$ cat src/rtl/core/fcsg_pkg.sv
// ----------------------------------------------------------------------------
// fcsg_pkg
// shared types, constants and the step-count table of the circle span generator
// ----------------------------------------------------------------------------
package fcsg_pkg;

   localparam int unsigned MaxRadius  = 31;
   localparam int unsigned QueueDepth = 2;

   typedef logic [15:0] coord_type;
   typedef logic [4:0]  radius_type;

   // one circle job as handed from the front part to the back part
   typedef struct packed {
      coord_type  center_x;
      coord_type  center_y;
      radius_type radius;
      logic [4:0] steps;
      logic [9:0] limit;
      coord_type  fill_color;
   } circle_type;

   // one span item
   typedef struct packed {
      coord_type x_start;
      coord_type x_end;
      coord_type row;
      coord_type color;
      logic      last;
   } span_type;

   typedef struct packed {
      logic full;
      logic not_empty;
   } queue_status_type;

   typedef enum logic [2:0] {
      ST_IDLE,
      ST_CENTER,
      ST_TEST,
      ST_OUT_MINUS,
      ST_IN_PLUS,
      ST_IN_MINUS,
      ST_DONE
   } seq_state_type;

   // radius*707/1000 + 1
   function automatic logic [4:0] steps_of(radius_type r);
      logic [4:0] s;
      unique case (r) inside
         5'd0, 5'd1:   s = 5'd1;
         5'd2:         s = 5'd2;
         5'd3, 5'd4:   s = 5'd3;
         5'd5:         s = 5'd4;
         5'd6, 5'd7:   s = 5'd5;
         5'd8:         s = 5'd6;
         5'd9:         s = 5'd7;
         5'd10, 5'd11: s = 5'd8;
         5'd12:        s = 5'd9;
         5'd13, 5'd14: s = 5'd10;
         5'd15:        s = 5'd11;
         5'd16:        s = 5'd12;
         5'd17, 5'd18: s = 5'd13;
         5'd19:        s = 5'd14;
         5'd20, 5'd21: s = 5'd15;
         5'd22:        s = 5'd16;
         5'd23, 5'd24: s = 5'd17;
         5'd25:        s = 5'd18;
         5'd26:        s = 5'd19;
         5'd27, 5'd28: s = 5'd20;
         5'd29:        s = 5'd21;
         5'd30, 5'd31: s = 5'd22;
         default:      s = 5'd1;
      endcase
      return s;
   endfunction

endpackage

$ cat src/rtl/core/filled_circle_span_generator.sv
// ----------------------------------------------------------------------------
// filled_circle_span_generator
// turns circle requests into the horizontal spans that fill the disc
// ----------------------------------------------------------------------------
//
//  channel  dir  handshake               payload
//  req      in   req_tvalid/req_tready   tdata: center_x, center_y, radius, fill_color
//  rsp      out  rsp_tvalid/rsp_tready   tdata: x_start, x_end, row, color; tlast: last
//
//  the back sequencer tries one span per cycle while a stalled output does not hold it
//  zero radius is taken and drops out in the front, no spans come out
//  synchronous active-high reset clears queue, sequencer and output register
//  the front keeps taking requests while the queue has room; a stalled
//    output only holds the back sequencer
//
module filled_circle_span_generator #(
   parameter int unsigned QUEUE_DEPTH = fcsg_pkg::QueueDepth
) (
   input  logic        clock,
   input  logic        reset,
   // req item
   input  logic        req_tvalid,
   output logic        req_tready,
   // center_x [15:0], center_y [31:16], radius [36:32], fill_color [52:37], zero pad
   input  logic [55:0] req_tdata,
   // rsp item
   output logic        rsp_tvalid,
   input  logic        rsp_tready,
   // span_x_start [15:0], span_x_end [31:16], span_row [47:32], span_color [63:48]
   output logic [63:0] rsp_tdata,
   // last_span
   output logic        rsp_tlast
);
   import fcsg_pkg::*;

   queue_status_type queue_status;
   logic             queue_wr_en;
   logic             queue_rd_en;
   circle_type       queue_wr_data;
   circle_type       queue_rd_data;
   span_type         rsp_span;

   // front: clamp radius, derive step count and distance limit
   fcsg_front u_front (
      .req_tvalid    (req_tvalid),
      .req_tready    (req_tready),
      .req_tdata     (req_tdata),
      .queue_status  (queue_status),
      .queue_wr_en   (queue_wr_en),
      .queue_wr_data (queue_wr_data)
   );

   // job queue decoupling front from back
   fcsg_queue #(
      .DEPTH (QUEUE_DEPTH)
   ) u_queue (
      .clock   (clock),
      .reset   (reset),
      .wr_en   (queue_wr_en),
      .wr_data (queue_wr_data),
      .rd_en   (queue_rd_en),
      .rd_data (queue_rd_data),
      .status  (queue_status)
   );

   // back: span walk, one-span holdback for the last flag, output register
   fcsg_back u_back (
      .clock         (clock),
      .reset         (reset),
      .queue_status  (queue_status),
      .queue_rd_data (queue_rd_data),
      .queue_rd_en   (queue_rd_en),
      .rsp_valid     (rsp_tvalid),
      .rsp_tready    (rsp_tready),
      .rsp_span      (rsp_span)
   );

   assign rsp_tdata = {rsp_span.color, rsp_span.row, rsp_span.x_end, rsp_span.x_start};
   assign rsp_tlast = rsp_span.last;

endmodule

$ cat src/rtl/core/fcsg_front.sv
// ----------------------------------------------------------------------------
// fcsg_front
// accepts circle requests, clamps the radius, works out step count and limit
// ----------------------------------------------------------------------------
module fcsg_front (
   input  logic                       req_tvalid,
   output logic                       req_tready,
   input  logic [55:0]                req_tdata,
   input  fcsg_pkg::queue_status_type queue_status,
   output logic                       queue_wr_en,
   output fcsg_pkg::circle_type       queue_wr_data
);
   import fcsg_pkg::*;

   radius_type radius_raw;
   radius_type radius_sat;
   logic [9:0] radius_sq;

   always_comb begin
      radius_raw = req_tdata[36:32];
      radius_sat = (radius_raw > 5'(MaxRadius)) ? 5'(MaxRadius) : radius_raw;
      radius_sq  = {5'b0, radius_sat} * {5'b0, radius_sat};

      queue_wr_data.center_x   = req_tdata[15:0];
      queue_wr_data.center_y   = req_tdata[31:16];
      queue_wr_data.radius     = radius_sat;
      queue_wr_data.steps      = steps_of(radius_sat);
      queue_wr_data.limit      = radius_sq + {6'b0, radius_sat[4:1]};
      queue_wr_data.fill_color = req_tdata[52:37];
   end

   // zero radius is taken and dropped
   assign req_tready  = !queue_status.full;
   assign queue_wr_en = req_tvalid && !queue_status.full && (radius_sat != '0);

endmodule

$ cat src/rtl/core/fcsg_queue.sv
// ----------------------------------------------------------------------------
// fcsg_queue
// small register queue of circle jobs between front and back
// ----------------------------------------------------------------------------
module fcsg_queue #(
   parameter int unsigned DEPTH = fcsg_pkg::QueueDepth
) (
   input  logic                       clock,
   input  logic                       reset,
   input  logic                       wr_en,
   input  fcsg_pkg::circle_type       wr_data,
   input  logic                       rd_en,
   output fcsg_pkg::circle_type       rd_data,
   output fcsg_pkg::queue_status_type status
);
   import fcsg_pkg::*;

   localparam int unsigned PtrW = (DEPTH > 1) ? $clog2(DEPTH) : 1;
   localparam int unsigned CntW = $clog2(DEPTH + 1);

   circle_type        mem_ff [DEPTH];
   logic [PtrW-1:0]   wr_ptr_ff, wr_ptr_in;
   logic [PtrW-1:0]   rd_ptr_ff, rd_ptr_in;
   logic [CntW-1:0]   count_ff, count_in;
   logic              do_wr, do_rd;

   always_comb begin
      status.full      = (count_ff == CntW'(DEPTH));
      status.not_empty = (count_ff != '0);
      do_wr = wr_en && !status.full;
      do_rd = rd_en && status.not_empty;
      wr_ptr_in = wr_ptr_ff;
      rd_ptr_in = rd_ptr_ff;
      count_in  = count_ff;
      if (do_wr) begin
         wr_ptr_in = (wr_ptr_ff == PtrW'(DEPTH - 1)) ? '0 : wr_ptr_ff + 1'b1;
      end
      if (do_rd) begin
         rd_ptr_in = (rd_ptr_ff == PtrW'(DEPTH - 1)) ? '0 : rd_ptr_ff + 1'b1;
      end
      if (do_wr && !do_rd) begin
         count_in = count_ff + 1'b1;
      end else if (do_rd && !do_wr) begin
         count_in = count_ff - 1'b1;
      end
   end

   assign rd_data = mem_ff[rd_ptr_ff];

   always_ff @(posedge clock) begin
      if (reset) begin
         wr_ptr_ff <= '0;
         rd_ptr_ff <= '0;
         count_ff  <= '0;
      end else begin
         wr_ptr_ff <= wr_ptr_in;
         rd_ptr_ff <= rd_ptr_in;
         count_ff  <= count_in;
      end
   end

   always_ff @(posedge clock) begin
      if (do_wr) begin
         mem_ff[wr_ptr_ff] <= wr_data;
      end
   end

endmodule

$ cat src/rtl/core/fcsg_back.sv
// ----------------------------------------------------------------------------
// fcsg_back
// span sequencer: walks one circle, holds one span back to mark the last one
// ----------------------------------------------------------------------------
module fcsg_back (
   input  logic                       clock,
   input  logic                       reset,
   input  fcsg_pkg::queue_status_type queue_status,
   input  fcsg_pkg::circle_type       queue_rd_data,
   output logic                       queue_rd_en,
   output logic                       rsp_valid,
   input  logic                       rsp_tready,
   output fcsg_pkg::span_type         rsp_span
);
   import fcsg_pkg::*;

   seq_state_type state_ff, state_in;
   circle_type    job_ff, job_in;
   logic [4:0]    idx_ff, idx_in;
   logic [4:0]    ext_ff, ext_in;
   span_type      held_ff, held_in;
   logic          held_valid_ff, held_valid_in;
   span_type      out_ff, out_in;
   logic          out_valid_ff, out_valid_in;

   logic [10:0]   dist_sq;
   logic          over, outer;
   logic [4:0]    ext_dec, idx_m1;
   logic          cand_on;
   coord_type     cand_start, cand_row;
   logic [5:0]    cand_len;
   logic          cand_fire, out_free, stall;
   span_type      cand;

   always_comb begin
      dist_sq = 11'({5'b0, idx_ff} * {5'b0, idx_ff}) +
                11'({5'b0, ext_ff} * {5'b0, ext_ff});
      over    = dist_sq > {1'b0, job_ff.limit};
      outer   = over && (ext_ff > job_ff.steps);
      ext_dec = (over && ext_ff != '0) ? ext_ff - 1'b1 : ext_ff;
      idx_m1  = idx_ff - 1'b1;

      out_free = !out_valid_ff || rsp_tready;

      state_in      = state_ff;
      job_in        = job_ff;
      idx_in        = idx_ff;
      ext_in        = ext_ff;
      held_in       = held_ff;
      held_valid_in = held_valid_ff;
      out_in        = out_ff;
      out_valid_in  = out_valid_ff && !rsp_tready;
      queue_rd_en   = 1'b0;

      cand_on    = 1'b0;
      cand_start = job_ff.center_x - 16'(ext_ff);
      cand_row   = job_ff.center_y;
      cand_len   = {ext_ff, 1'b0};

      unique case (state_ff)
         ST_IDLE: begin
            if (queue_status.not_empty) begin
               queue_rd_en = 1'b1;
               job_in      = queue_rd_data;
               state_in    = ST_CENTER;
            end
         end
         ST_CENTER: begin
            cand_on    = 1'b1;
            cand_start = job_ff.center_x - 16'(job_ff.radius);
            cand_len   = {job_ff.radius, 1'b0};
            idx_in     = 5'd1;
            ext_in     = job_ff.radius;
            state_in   = ST_TEST;
         end
         ST_TEST: begin
            cand_on = 1'b1;
            if (outer) begin
               cand_start = job_ff.center_x - 16'(idx_m1);
               cand_row   = job_ff.center_y + 16'(ext_ff);
               cand_len   = {idx_m1, 1'b0};
               state_in   = ST_OUT_MINUS;
            end else begin
               cand_start = job_ff.center_x - 16'(ext_dec);
               cand_row   = job_ff.center_y + 16'(idx_ff);
               cand_len   = {ext_dec, 1'b0};
               ext_in     = ext_dec;
               state_in   = ST_IN_MINUS;
            end
         end
         ST_OUT_MINUS: begin
            cand_on    = 1'b1;
            cand_start = job_ff.center_x - 16'(idx_m1);
            cand_row   = job_ff.center_y - 16'(ext_ff);
            cand_len   = {idx_m1, 1'b0};
            ext_in     = ext_ff - 1'b1;
            state_in   = ST_IN_PLUS;
         end
         ST_IN_PLUS: begin
            cand_on  = 1'b1;
            cand_row = job_ff.center_y + 16'(idx_ff);
            state_in = ST_IN_MINUS;
         end
         ST_IN_MINUS: begin
            cand_on  = 1'b1;
            cand_row = job_ff.center_y - 16'(idx_ff);
            if (idx_ff == job_ff.steps) begin
               state_in = ST_DONE;
            end else begin
               idx_in   = idx_ff + 1'b1;
               state_in = ST_TEST;
            end
         end
         ST_DONE: begin
            if (out_free) begin
               out_in        = held_ff;
               out_in.last   = 1'b1;
               out_valid_in  = 1'b1;
               held_valid_in = 1'b0;
               state_in      = ST_IDLE;
            end
         end
         default: begin
            state_in = ST_IDLE;
         end
      endcase

      cand.x_start = cand_start;
      cand.x_end   = cand_start + 16'(cand_len) - 16'd1;
      cand.row     = cand_row;
      cand.color   = job_ff.fill_color;
      cand.last    = 1'b0;

      // zero-length spans are dropped; a kept span pushes out the one held
      cand_fire = cand_on && (cand_len != '0);
      stall     = cand_fire && held_valid_ff && !out_free;

      if (stall) begin
         state_in = state_ff;
         idx_in   = idx_ff;
         ext_in   = ext_ff;
      end else if (cand_fire) begin
         held_in       = cand;
         held_valid_in = 1'b1;
         if (held_valid_ff) begin
            out_in       = held_ff;
            out_in.last  = 1'b0;
            out_valid_in = 1'b1;
         end
      end
   end

   assign rsp_valid = out_valid_ff;
   assign rsp_span  = out_ff;

   always_ff @(posedge clock) begin
      if (reset) begin
         state_ff      <= ST_IDLE;
         held_valid_ff <= 1'b0;
         out_valid_ff  <= 1'b0;
      end else begin
         state_ff      <= state_in;
         held_valid_ff <= held_valid_in;
         out_valid_ff  <= out_valid_in;
      end
   end

   always_ff @(posedge clock) begin
      job_ff  <= job_in;
      idx_ff  <= idx_in;
      ext_ff  <= ext_in;
      held_ff <= held_in;
      out_ff  <= out_in;
   end

`ifndef SYNTH
   a_ext_bound: assert property (@(posedge clock) disable iff (reset)
      (state_ff != ST_IDLE && state_ff != ST_CENTER) |-> ext_ff <= job_ff.radius)
      else $error("extent above radius");

   a_idx_bound: assert property (@(posedge clock) disable iff (reset)
      (state_ff == ST_TEST || state_ff == ST_OUT_MINUS || state_ff == ST_IN_PLUS ||
       state_ff == ST_IN_MINUS) |-> (idx_ff != '0 && idx_ff <= job_ff.steps))
      else $error("row index out of range");

   a_done_held: assert property (@(posedge clock) disable iff (reset)
      state_ff == ST_DONE |-> held_valid_ff)
      else $error("circle finished with no span held");

   a_last_flush: assert property (@(posedge clock) disable iff (reset)
      (state_ff == ST_DONE && out_free) |=> (out_valid_ff && out_ff.last))
      else $error("final span not flagged last");
`endif

endmodule

$ cat config.mk
export PLATFORM = sky130hd
export DESIGN_NAME = filled_circle_span_generator
export DESIGN_NICKNAME = d
export VERILOG_FILES = /design/src/rtl/core/fcsg_pkg.sv /design/src/rtl/core/filled_circle_span_generator.sv /design/src/rtl/core/fcsg_front.sv /design/src/rtl/core/fcsg_queue.sv /design/src/rtl/core/fcsg_back.sv
export SDC_FILE = /design/constraint.sdc
export NUM_CORES = 1
export LEC_CHECK = 0
export BUFFER_PORTS_ARGS = -buffer_cell sky130_fd_sc_hd__buf_2
export CORE_MARGIN = 2
export CORE_UTILIZATION = 40
export DETAILED_ROUTE_END_ITERATION = 8
export HOLD_SLACK_MARGIN = 0.08
export SETUP_SLACK_MARGIN = 0.02
export SYNTH_ARGS = -nofsm -noshare
export SYNTH_HDL_FRONTEND = slang
export SYNTH_SLANG_ARGS = --single-unit
$ cat constraint.sdc
create_clock -name clock -period 9.6 [get_ports clock]
set_input_delay 0.96 -clock clock [delete_from_list [all_inputs] [get_ports clock]]
set_output_delay 0.96 -clock clock [all_outputs]
set_load 0.005 [all_outputs]
==> results by group, run 1 <==
Worst setup path
  – Critical path's largest stage delay: 0.58 ns
  – Crit path max fanout: 4
  – Endpoint type of the worst setup path: flop
  – Worst Path Arrival: 9.73 ns
  – Slowest CP cell: fa_1
  – Type of origin of the critical path: flop
  – CP Data Required Time: 9.90 ns
  – Setup Crit Path Kind: flop to flop
  – Crit-path most repeated cell: fa_1

Floorplan
  – Initial core utilization: 40.41%
  – Core Rows: 78
  – Die area: 47370 sq um
  – Die H: 217.7 um
  – Die Wd: 217.7 um
  – Core outline area: 45190 sq um
  – I/O Pins: 127

Clocking
  – Clk slew on worst S/H paths: 0.06 ns
  – CTS Sinks: 352
  – Num CTS Buffers: 38
  – H-Tree Depth: 2
  – Clk buf depth: 3
  – Clk root buf: clkbuf_16
  – Clk_lat worst skew: 0.55 ns
  – CTS tree: done

Global routing
  – Largest net degree at the start of global routing: 65
  – First-pass GRT wire length: 60.64 mm
  – Remaining Overflow, GRT: 0
  – Initial antenna violation count: 1
  – All-Layer GR Usage: 16.13%
  – Vias in the first global route: 11460

STA
  – Skew final: 0.01576 ns
  – Final Max Slew Viols: 0
  – Final hold vios: 0
  – Post-layout minimum cycle time: 9.434 ns
  – Min Hold Slack: 0.4174 ns
  – Worst Tran Pin Value: 1.004 ns
  – Setup violations, final: 0
  – F_max: 0.1060 GHz
  – Worst slew margin: 32.81%
  – RSZ-0062 raised after global routing: yes
  – Period utilisation layout: 98.27%

Synthesis
  – Sequential area share after synthesis: 53.83%
  – Primary FF master, synth: edfxtp_1
  – Yosys top cell by area: edfxtp_1
  – Synthesized cell area: 18260 sq um
  – Synth warn: 0
  – Synth Net Count: 1629
  – Post-Syn Instances: 1423
  – Yosys top cell area share: 45.72%
  – Mean Syn Cell Area: 12.83 sq um
  – Synthesized flop and latch total: 352
  – Synth top area cells: edfxtp_1, dfxtp_1, ha_1
  – Async S/R FF share, synth: 0%
  – Cell variety after synth: 72
  – Post-synth EDFFs: 278

Route
  – Post-Route WL: 38.09 mm
  – Via/cell ratio: 5.031
  – Wire per inst: 16.84 um
  – DR iter-0 viols: 658
  – DR vias: 11380
  – Pre-antenna DRT Iters: 7
  – Remaining DRCs: 0
  – DRT antenna net count: 0

Place
  – Dpl hpwl: 26.85 mm
  – Port bufs: 123
  – Final Wtd Congestion: 0.8648

Job
  – Maxcap violations: 0

Outcome
  – Outcome: complete, no violations

Finish
  – Area growth, synth to finish: 17.75%
  – Share of layout cells above drive strength 1: 28.30%
  – Nets@finish: 1837

Hold path
  – Hold Crit Class: flop to flop
per-stage QoR:
stage          setup slack, ns  util (%)  cells  instance area (sq um)  setup TNS, ns
4_1_cts                0.02385     47.09   2252                  21280              0
2_1_floorplan          0.02428         -   1423                  18260              0
3_5_place_dp           -0.2643     44.02   2167                  19890        -0.5404
6_report                0.1664     47.58   2262                  21500              0
5_1_grt                -0.2889     47.58   2262                  21500        -0.6622
3_3_place_gp           -0.1813     44.02   2167                  19890        -0.2765
Yosys cell counts, types with 5 or more instances:
library cell,instances
a31oi_1,5
or2_2,8
nand2b_1,17
o22ai_1,6
clkbuf_1,43
nand2_1,64
and2_1,22
edfxtp_1,278
a22oi_1,5
mux2_4,60
nand3_1,14
o21ai_0,48
a21o_1,28
nor3_1,20
nor2_1,86
a221oi_1,8
a21oi_1,65
mux2_2,70
o211ai_1,5
buf_12,7
inv_1,119
nor2b_1,20
fa_1,34
xnor2_1,50
dfxtp_1,74
ha_1,112
nand4_1,6
or3_1,9
o31ai_1,6
xor2_1,35
mux2i_1,10
o21bai_1,10
kinds of logic after synthesis:
group	synth area share (%)
multiplexers	10.05
buffers and inverters	4.159
adder cells (fa/ha/maj)	11.40
XOR/XNOR	4.317
AO/OA/AOI/OAI	8.600
flip-flops	53.83
AND/OR/NAND/NOR	7.641
per-layer routing:
| metal | part of all wire [%] | vias to the layer above | track usage [%] | routed length (um) |
|---|---|---|---|---|
| li1 | - | 5551 | - | - |
| met4 | 2.1 | 0 | 4.932 | 802 |
| met5 | 0 | - | 0 | 0 |
| met2 | 49 | 221 | 27.13 | 18750 |
| met1 | 44 | 5551 | 21.43 | 16910 |
| met3 | 4.2 | 58 | 2.538 | 1617 |
final cells by class:
type	count	area, sq um
sequential	352	9831
timing repair buffer	219	1356
tap	600	750.7
antenna	1	2.502
clock buffer	56	1069
clock inverter	14	151.4
fill	3967	23690
inverter	121	454.2
multi-input combinational	899	7886
critical path: cells and delay by family, from the launching register on:
| family | cells | cell delay [ns] |
|---|---|---|
| fa+ha+maj | 10 | 3.93 |
| compound gates | 17 | 3.12 |
| simple gates | 9 | 1.08 |
| buf+inv | 6 | 0.43 |
| flops | 1 | 0.37 |
| xor+xnor | 2 | 0.27 |
path summary, 6_finish.rpt:
kind                                       start                 end  slack (ns)  cells past startpoint
worst max-delay path            u_back.ext_ff[4]  u_back.held_ff[48]        0.17                     44
worst max register to register  u_back.ext_ff[4]  u_back.held_ff[48]        0.17                     44
worst min register to register   u_back.cand[16]  u_back.held_ff[16]        0.42                      0
worst min-delay path             u_back.cand[16]  u_back.held_ff[16]        0.42                      0
layout by cell type, fill, tap and decap left out, types with 58 or more instances in the layout:
cell	count
a21oi_1	58
buf_2	123
buf_4	93
dfxtp_1	73
edfxtp_1	278
ha_1	107
inv_1	112
mux2_2	70
mux2_4	60
nand2_1	63
nor2_1	86
flip-flops by register name (all words and copies together) (netlist names):
register              flops
u_back.cand              16
u_back.ext_ff             5
u_back.held_ff           64
u_back.held_valid_ff      1
u_back.idx_ff             5
u_back.job_ff            52
u_back.rsp_span          65
u_back.rsp_valid          1
u_back.state_ff           3
u_queue.count_ff          2
u_queue.mem_ff          136
u_queue.rd_ptr_ff         1
u_queue.wr_ptr_ff         1
repair_timing:
| action | 4_1_cts | 5_1_grt |
|---|---|---|
| endpoints found under the setup margin | 3 | 7 |
| pin swaps | 11 | 42 |
| hold buffers | 0 | 0 |
| hold endpoints to repair | 0 | 0 |
| gates resized for setup | 14 | 37 |
| buffers inserted | 15 | 10 |
Power of run 1 is not shown: default switching activity piles up to over one toggle a cycle in this logic, so the estimate is an artifact.
==> run 2: changes to the inputs <==
--- a/config.mk
+++ b/config.mk
@@ -7,10 +7,12 @@
 export LEC_CHECK = 0
 export BUFFER_PORTS_ARGS = -buffer_cell sky130_fd_sc_hd__buf_2
 export CORE_MARGIN = 2
-export CORE_UTILIZATION = 40
+export CORE_UTILIZATION = 50
 export DETAILED_ROUTE_END_ITERATION = 8
 export HOLD_SLACK_MARGIN = 0.08
+export PLACE_DENSITY = 0.71
 export SETUP_SLACK_MARGIN = 0.02
+export SKIP_CTS_REPAIR_TIMING = 1
 export SYNTH_ARGS = -nofsm -noshare
 export SYNTH_HDL_FRONTEND = slang
 export SYNTH_SLANG_ARGS = --single-unit
==> run 2 against run 1 <==
Compared with the run above: core utilization up 12 points; via count up 0.17%; clock skew up 0.0054 ns; first-iteration DRC count up 0.91%; cell count down 6.9%; wire length down 1.1%; flip-flop and latch count unchanged; critical endpoint unchanged.
==> results by group, run 2 (synthesized netlist as in run 1, its figures left out) <==
Outcome
  – Outcome: complete, no violations (unchanged)

Global routing
  – First-pass GRT wire length: 59.22 mm (was 60.64 mm)
  – Initial antenna violation count: 0 (was 1)
  – Remaining Overflow, GRT: 0 (unchanged)
  – Largest net degree at the start of global routing: 70 (was 65)
  – Vias in the first global route: 11450 (was 11460)
  – All-Layer GR Usage: 19.51% (was 16.13%)

STA
  – Final hold vios: 0 (unchanged)
  – Post-layout minimum cycle time: 9.351 ns (was 9.434 ns)
  – Final WS setup: 0.2489 ns (was 0.1664 ns)
  – Period utilisation layout: 97.41% (was 98.27%)
  – Worst Tran Pin Value: 0.9638 ns (was 1.004 ns)
  – Setup violations, final: 0 (unchanged)
  – Final TNS setup: 0 ns (unchanged)
  – Skew final: 0.02116 ns (was 0.01576 ns)
  – Final Max Slew Viols: 0 (unchanged)
  – RSZ-0062 raised after global routing: yes (unchanged)
  – Worst slew margin: 35.75% (was 32.81%)
  – F_max: 0.1069 GHz (was 0.1060 GHz)

Route
  – Remaining DRCs: 0 (unchanged)
  – DRT antenna net count: 0 (unchanged)
  – DR iter-0 viols: 664 (was 658)
  – DR vias: 11400 (was 11380)
  – Post-Route WL: 37.67 mm (was 38.09 mm)
  – Via/cell ratio: 5.411 (was 5.031)
  – Pre-antenna DRT Iters: 5 (was 7)
  – Wire per inst: 17.88 um (was 16.84 um)

Worst setup path
  – Crit-path most repeated cell: fa_1 (unchanged)
  – Setup Crit Path Kind: flop to flop (unchanged)
  – R2r worst-path depth: 45 (was 44)
  – Endpoint type of the worst setup path: flop (unchanged)
  – Crit path max fanout: 3 (was 4)
  – CP bufs+invs: 6 (unchanged)
  – Critical path's largest stage delay: 0.54 ns (was 0.58 ns)
  – R2R setup slack: 0.25 ns (was 0.17 ns)
  – CP delay by family, top: adder cells (unchanged)
  – CP Data Required Time: 9.88 ns (was 9.90 ns)
  – Type of origin of the critical path: flop (unchanged)
  – Slowest CP cell: fa_1 (unchanged)
  – Reg-to-Reg End: u_back.held_ff[48] (unchanged)
  – Worst Path Arrival: 9.63 ns (was 9.73 ns)
  – Worst flop-to-flop path startpoint: u_back.ext_ff[4] (unchanged)

Clocking
  – CTS tree: done (unchanged)
  – CTS Sinks: 352 (unchanged)
  – Clk slew on worst S/H paths: 0.06 ns (about the same)
  – Clk_lat worst skew: 0.54 ns (was 0.55 ns)
  – Clk buf depth: 3 (unchanged)
  – Clk root buf: clkbuf_16 (unchanged)
  – H-Tree Depth: 2 (unchanged)
  – Num CTS Buffers: 37 (was 38)

Finish
  – Share of layout cells above drive strength 1: 28.49% (was 28.30%)
  – Max reg flops: 136 (unchanged)
  – Final-layout fill cell count: 2820 (was 3967)
  – Register bank with the most flops: u_queue.mem_ff (unchanged)
  – Footprint of the multi-input gates: 8000 sq um (was 7886 sq um)
  – Register Area: 9831 sq um (unchanged)
  – Area growth, synth to finish: 16.74% (was 17.75%)
  – # diodes: 0 (was 1)
  – Most frequent cells in the layout: edfxtp_1, buf_2, inv_1 (unchanged)
  – Post-Layout Cell Count: 2107 (was 2262)
  – Nets@finish: 1823 (was 1837)
  – Leading cell type in the layout, fill and taps excluded: edfxtp_1 (unchanged)

Place
  – Port bufs: 123 (unchanged)
  – Dpl hpwl: 26.34 mm (was 26.85 mm)
  – Pre-CTS WS: -0.2609 ns (was -0.2643 ns)
  – Dpl cells: 2026 (was 2167)
  – Final Wtd Congestion: 0.8911 (was 0.8648)

Hold path
  – Hold Crit Class: flop to flop (unchanged)
  – Min-delay src: u_back.cand[6] (was u_back.cand[16])
  – Hold path endpoint: u_back.held_ff[6] (was u_back.held_ff[16])
  – Hold Crit Depth: 0 (unchanged)

Floorplan
  – I/O Pins: 127 (unchanged)
  – Core outline area: 35740 sq um (was 45190 sq um)
  – Die H: 195.1 um (was 217.7 um)
  – Die Wd: 195.1 um (was 217.7 um)
  – Die area: 38060 sq um (was 47370 sq um)
  – Initial core utilization: 51.09% (was 40.41%)
  – Core Rows: 69 (was 78)

Job
  – Maxcap violations: 0 (unchanged)
-- run 2: changes by cell type in the layout (fill, tap and decap cells not counted), moves of 3 or more --
cell      previous run  this run
clkinv_2             4         9
buf_4               93        79
inv_6                4         0
clkinv_1             3         6
clkbuf_8             5         0
ha_4                 4        10
clkbuf_1            13         9
ha_1               107       101
-- run 2: area by class of cell --
| class | instances | area share (%) |
|---|---|---|
| tap | 461 | 2.706 |
| timing repair buffer | 206 | 5.923 |
| sequential | 352 | 46.12 |
| clock inverter | 20 | 0.8394 |
| multi-input combinational | 899 | 37.53 |
| inverter | 121 | 2.143 |
| clock buffer | 48 | 4.737 |
-- run 2: metal layers --
| metal | vias up | routed length [um] | global-route usage (%) |
|---|---|---|---|
| li1 | 5518 | - | - |
| met1 | 5534 | 16830 | 26.68 |
| met2 | 288 | 18340 | 32.34 |
| met3 | 60 | 1695 | 2.902 |
| met4 | 0 | 801 | 5.909 |
| met5 | - | 0 | 0 |
-- run 2: worst max-delay path by stage --
stage / from / end / slack (ns) / cells past startpoint
2_1_floorplan: u_back.ext_ff[3] / u_back.held_ff[48] / 0.02 / 44
3_3_place_gp: u_back.ext_ff[1] / u_back.held_ff[48] / -0.09 / 47
3_5_place_dp: u_back.ext_ff[1] / u_back.held_ff[48] / -0.26 / 46
4_1_cts: u_back.ext_ff[1] / u_back.held_ff[48] / -0.29 / 46
5_1_grt: u_back.ext_ff[4] / u_back.held_ff[48] / -0.17 / 47
6_report: u_back.ext_ff[4] / u_back.held_ff[48] / 0.25 / 45
-- run 2: per-stage QoR --
step / util (%) / area [sq um] / hold slack, ns
2_1_floorplan: - / 18260 / 0.4003
3_3_place_gp: 55.11 / 19700 / 0.4013
4_1_cts: 58.44 / 20890 / 0.4166
6_report: 59.64 / 21320 / 0.4177
5_1_grt: 59.64 / 21320 / 0.4250
3_5_place_dp: 55.11 / 19700 / 0.4045
-- run 2: worst register-to-register path, delay by kind of cell (launching register included) --
| family | cells | cell delay, ns |
|---|---|---|
| AO/OA/AOI/OAI | 16 | 2.79 |
| XOR/XNOR | 2 | 0.19 |
| adder cells (fa/ha/maj) | 10 | 3.71 |
| buffers and inverters | 6 | 0.45 |
| flip-flops | 1 | 0.37 |
| AND/OR/NAND/NOR | 11 | 1.60 |
Power of run 2 is left out for the same reason.
==> run 3: changes to the inputs <==
--- a/config.mk
+++ b/config.mk
@@ -6,11 +6,13 @@
 export NUM_CORES = 1
 export LEC_CHECK = 0
 export BUFFER_PORTS_ARGS = -buffer_cell sky130_fd_sc_hd__buf_2
+export CELL_PAD_IN_SITES_DETAIL_PLACEMENT = 1
+export CELL_PAD_IN_SITES_GLOBAL_PLACEMENT = 2
 export CORE_MARGIN = 2
-export CORE_UTILIZATION = 50
+export CORE_UTILIZATION = 39
 export DETAILED_ROUTE_END_ITERATION = 8
 export HOLD_SLACK_MARGIN = 0.08
-export PLACE_DENSITY = 0.71
+export PLACE_DENSITY_LB_ADDON = 0.1
 export SETUP_SLACK_MARGIN = 0.02
 export SKIP_CTS_REPAIR_TIMING = 1
 export SYNTH_ARGS = -nofsm -noshare
==> run 3 against run 2 <==
Compared with the run above: wire length increased by 15%; worst hold slack lost 0.0025 ns; design area rose by 1.4%; flip-flop and latch count did not move; via count increased by 0.46%; register-to-register slack worse by 0.04 ns; largest cell class unchanged; first-iteration DRC count fell by 27%; sequential share of layout area is 0.62 points lower; critical path depth shrank 3; maximum frequency fell by 0.44%; global-route usage fell by 1.5 points.
==> results by group, run 3 (synthesized netlist as in run 1, its figures left out) <==
Finish
  – Nets@finish: 1831 (was 1823)
  – Share of layout cells above drive strength 1: 28.79% (was 28.49%)
  – Register Area: 9833 sq um (was 9831 sq um)
  – Leading cell type in the layout, fill and taps excluded: edfxtp_1 (unchanged)
  – Footprint of the multi-input gates: 7916 sq um (was 8000 sq um)
  – Area growth, synth to finish: 18.35% (was 16.74%)
  – Final-layout fill cell count: 4781 (was 2820)
  – Max reg flops: 136 (unchanged)
  – Register bank with the most flops: u_queue.mem_ff (unchanged)
  – Most frequent cells in the layout: edfxtp_1, buf_2, inv_1 (unchanged)
  – Fin util: 46.61% (was 59.64%)

Worst setup path
  – R2R setup slack: 0.21 ns (was 0.25 ns)
  – Critical path's largest stage delay: 0.56 ns (was 0.54 ns)
  – Crit-path most repeated cell: fa_1 (unchanged)
  – CP endpoint: u_back.held_ff[48] (unchanged)
  – Setup Crit Path Kind: flop to flop (unchanged)
  – Slowest CP cell: fa_1 (unchanged)
  – Type of origin of the critical path: flop (unchanged)
  – CP Data Required Time: 9.91 ns (was 9.88 ns)
  – Crit path max fanout: 3 (unchanged)
  – Worst flop-to-flop path startpoint: u_back.ext_ff[4] (unchanged)
  – R2r worst-path depth: 42 (was 45)
  – Endpoint type of the worst setup path: flop (unchanged)
  – Reg-to-Reg End: u_back.held_ff[48] (unchanged)
  – Crit path from: u_back.ext_ff[4] (unchanged)
  – Worst Path Arrival: 9.70 ns (was 9.63 ns)

STA
  – F_max: 0.1065 GHz (was 0.1069 GHz)
  – Worst slew margin: 27.43% (was 35.75%)
  – Final Max Slew Viols: 0 (unchanged)
  – Worst Tran Pin Value: 1.086 ns (was 0.9638 ns)
  – Post-layout minimum cycle time: 9.393 ns (was 9.351 ns)
  – Final hold vios: 0 (unchanged)
  – Setup violations, final: 0 (unchanged)
  – Skew final: 0.03599 ns (was 0.02116 ns)
  – Period utilisation layout: 97.84% (was 97.41%)
  – RSZ-0062 raised after global routing: yes (unchanged)

Global routing
  – Largest net degree at the start of global routing: 69 (was 70)
  – All-Layer GR Usage: 18.01% (was 19.51%)
  – Initial antenna violation count: 1 (was 0)
  – Remaining Overflow, GRT: 0 (unchanged)
  – Vias in the first global route: 12310 (was 11450)
  – First-pass GRT wire length: 67.63 mm (was 59.22 mm)

Hold path
  – Hold Crit Class: flop to flop (unchanged)

Route
  – Wire per inst: 19.10 um (was 17.88 um)
  – DRT antenna net count: 0 (unchanged)
  – Post-Route WL: 43.27 mm (was 37.67 mm)
  – Remaining DRCs: 0 (unchanged)
  – DR iter-0 viols: 485 (was 664)
  – Via/cell ratio: 5.054 (was 5.411)
  – Pre-antenna DRT Iters: 4 (was 5)
  – DR vias: 11450 (was 11400)

Floorplan
  – Core Rows: 79 (was 69)
  – Initial core utilization: 39.39% (was 51.09%)
  – Die H: 220.4 um (was 195.1 um)
  – Die Wd: 220.4 um (was 195.1 um)
  – Die area: 48570 sq um (was 38060 sq um)
  – Core outline area: 46360 sq um (was 35740 sq um)
  – I/O Pins: 127 (unchanged)

Job
  – Maxcap violations: 0 (unchanged)

Clocking
  – Clk buf depth: 3 (unchanged)
  – CTS tree: done (unchanged)
  – Num CTS Buffers: 40 (was 37)
  – Clk_lat worst skew: 0.58 ns (was 0.54 ns)
  – Clk root buf: clkbuf_16 (unchanged)
  – Clk slew on worst S/H paths: 0.06 ns (about the same)
  – H-Tree Depth: 2 (unchanged)
  – CTS Sinks: 352 (unchanged)

Place
  – Dpl hpwl: 30.78 mm (was 26.34 mm)
  – Final Wtd Congestion: 0.8525 (was 0.8911)
  – Port bufs: 123 (unchanged)

Outcome
  – Outcome: complete, no violations (unchanged)
-- run 3: cell types whose count changed in the layout (fill, tap and decap cells not counted), sizes merged --
cell,delta
inv,+2
clkbuf,+5
diode,+2
bufinv,+1
buf,+5
clkinv,-2
-- run 3: metrics by stage --
step | setup slack (ns) | cell area (sq um) | hold slack [ns] | setup TNS, ns | instances
2_1_floorplan | 0.02428 | 18260 | 0.4003 | 0 | 1423
3_3_place_gp | -0.2295 | 19960 | 0.4005 | -0.4163 | 2180
3_5_place_dp | -0.3459 | 19960 | 0.4061 | -0.7964 | 2180
4_1_cts | -0.3992 | 21300 | 0.4174 | -0.9869 | 2254
5_1_grt | -0.2582 | 21610 | 0.4251 | -0.6713 | 2265
6_report | 0.2073 | 21610 | 0.4152 | 0 | 2266
-- run 3: how the worst min path moves through the flow --
stage / start / endpoint / slack (ns) / cells past startpoint
4_1_cts: u_back.cand[16] / u_back.held_ff[16] / 0.42 / 0
5_1_grt: u_back.cand[11] / u_back.held_ff[11] / 0.43 / 0
2_1_floorplan: u_back.cand[10] / u_back.held_ff[10] / 0.40 / 0
3_3_place_gp: u_back.cand[15] / u_back.held_ff[15] / 0.40 / 0
6_report: u_back.cand[16] / u_back.held_ff[16] / 0.42 / 0
3_5_place_dp: u_back.cand[16] / u_back.held_ff[16] / 0.41 / 0
-- run 3: cell type report --
cell class                      count  share of cell area (%)
Timing Repair Buffer              211                   6.022
Clock inverter                     21                   1.193
Sequential cell                   352                   45.50
Inverter                          121                   2.113
Tap cell                          607                   3.515
Multi-Input combinational cell    899                   36.63
Clock buffer                       53                   4.997
Antenna cell                        2                 0.02316
-- run 3: routing by layer --
metal | track usage [%] | vias to the layer above | wire, um
met1 | 23.26 | 5686 | 19750
met4 | 5.526 | 0 | 977
met5 | 0 | - | 0
li1 | - | 5535 | -
met2 | 30.47 | 168 | 20730
met3 | 3.601 | 63 | 1815
-- run 3: worst max-delay path: cells and delay by family (launching register included) --
family,cells,cell delay (ns)
adder cells (fa/ha/maj),12,4.41
AO/OA/AOI/OAI,13,2.51
AND/OR/NAND/NOR,7,1.08
buffers and inverters,7,0.43
flip-flops,1,0.35
XOR/XNOR,3,0.34
Power of run 3 is left out for the same reason.
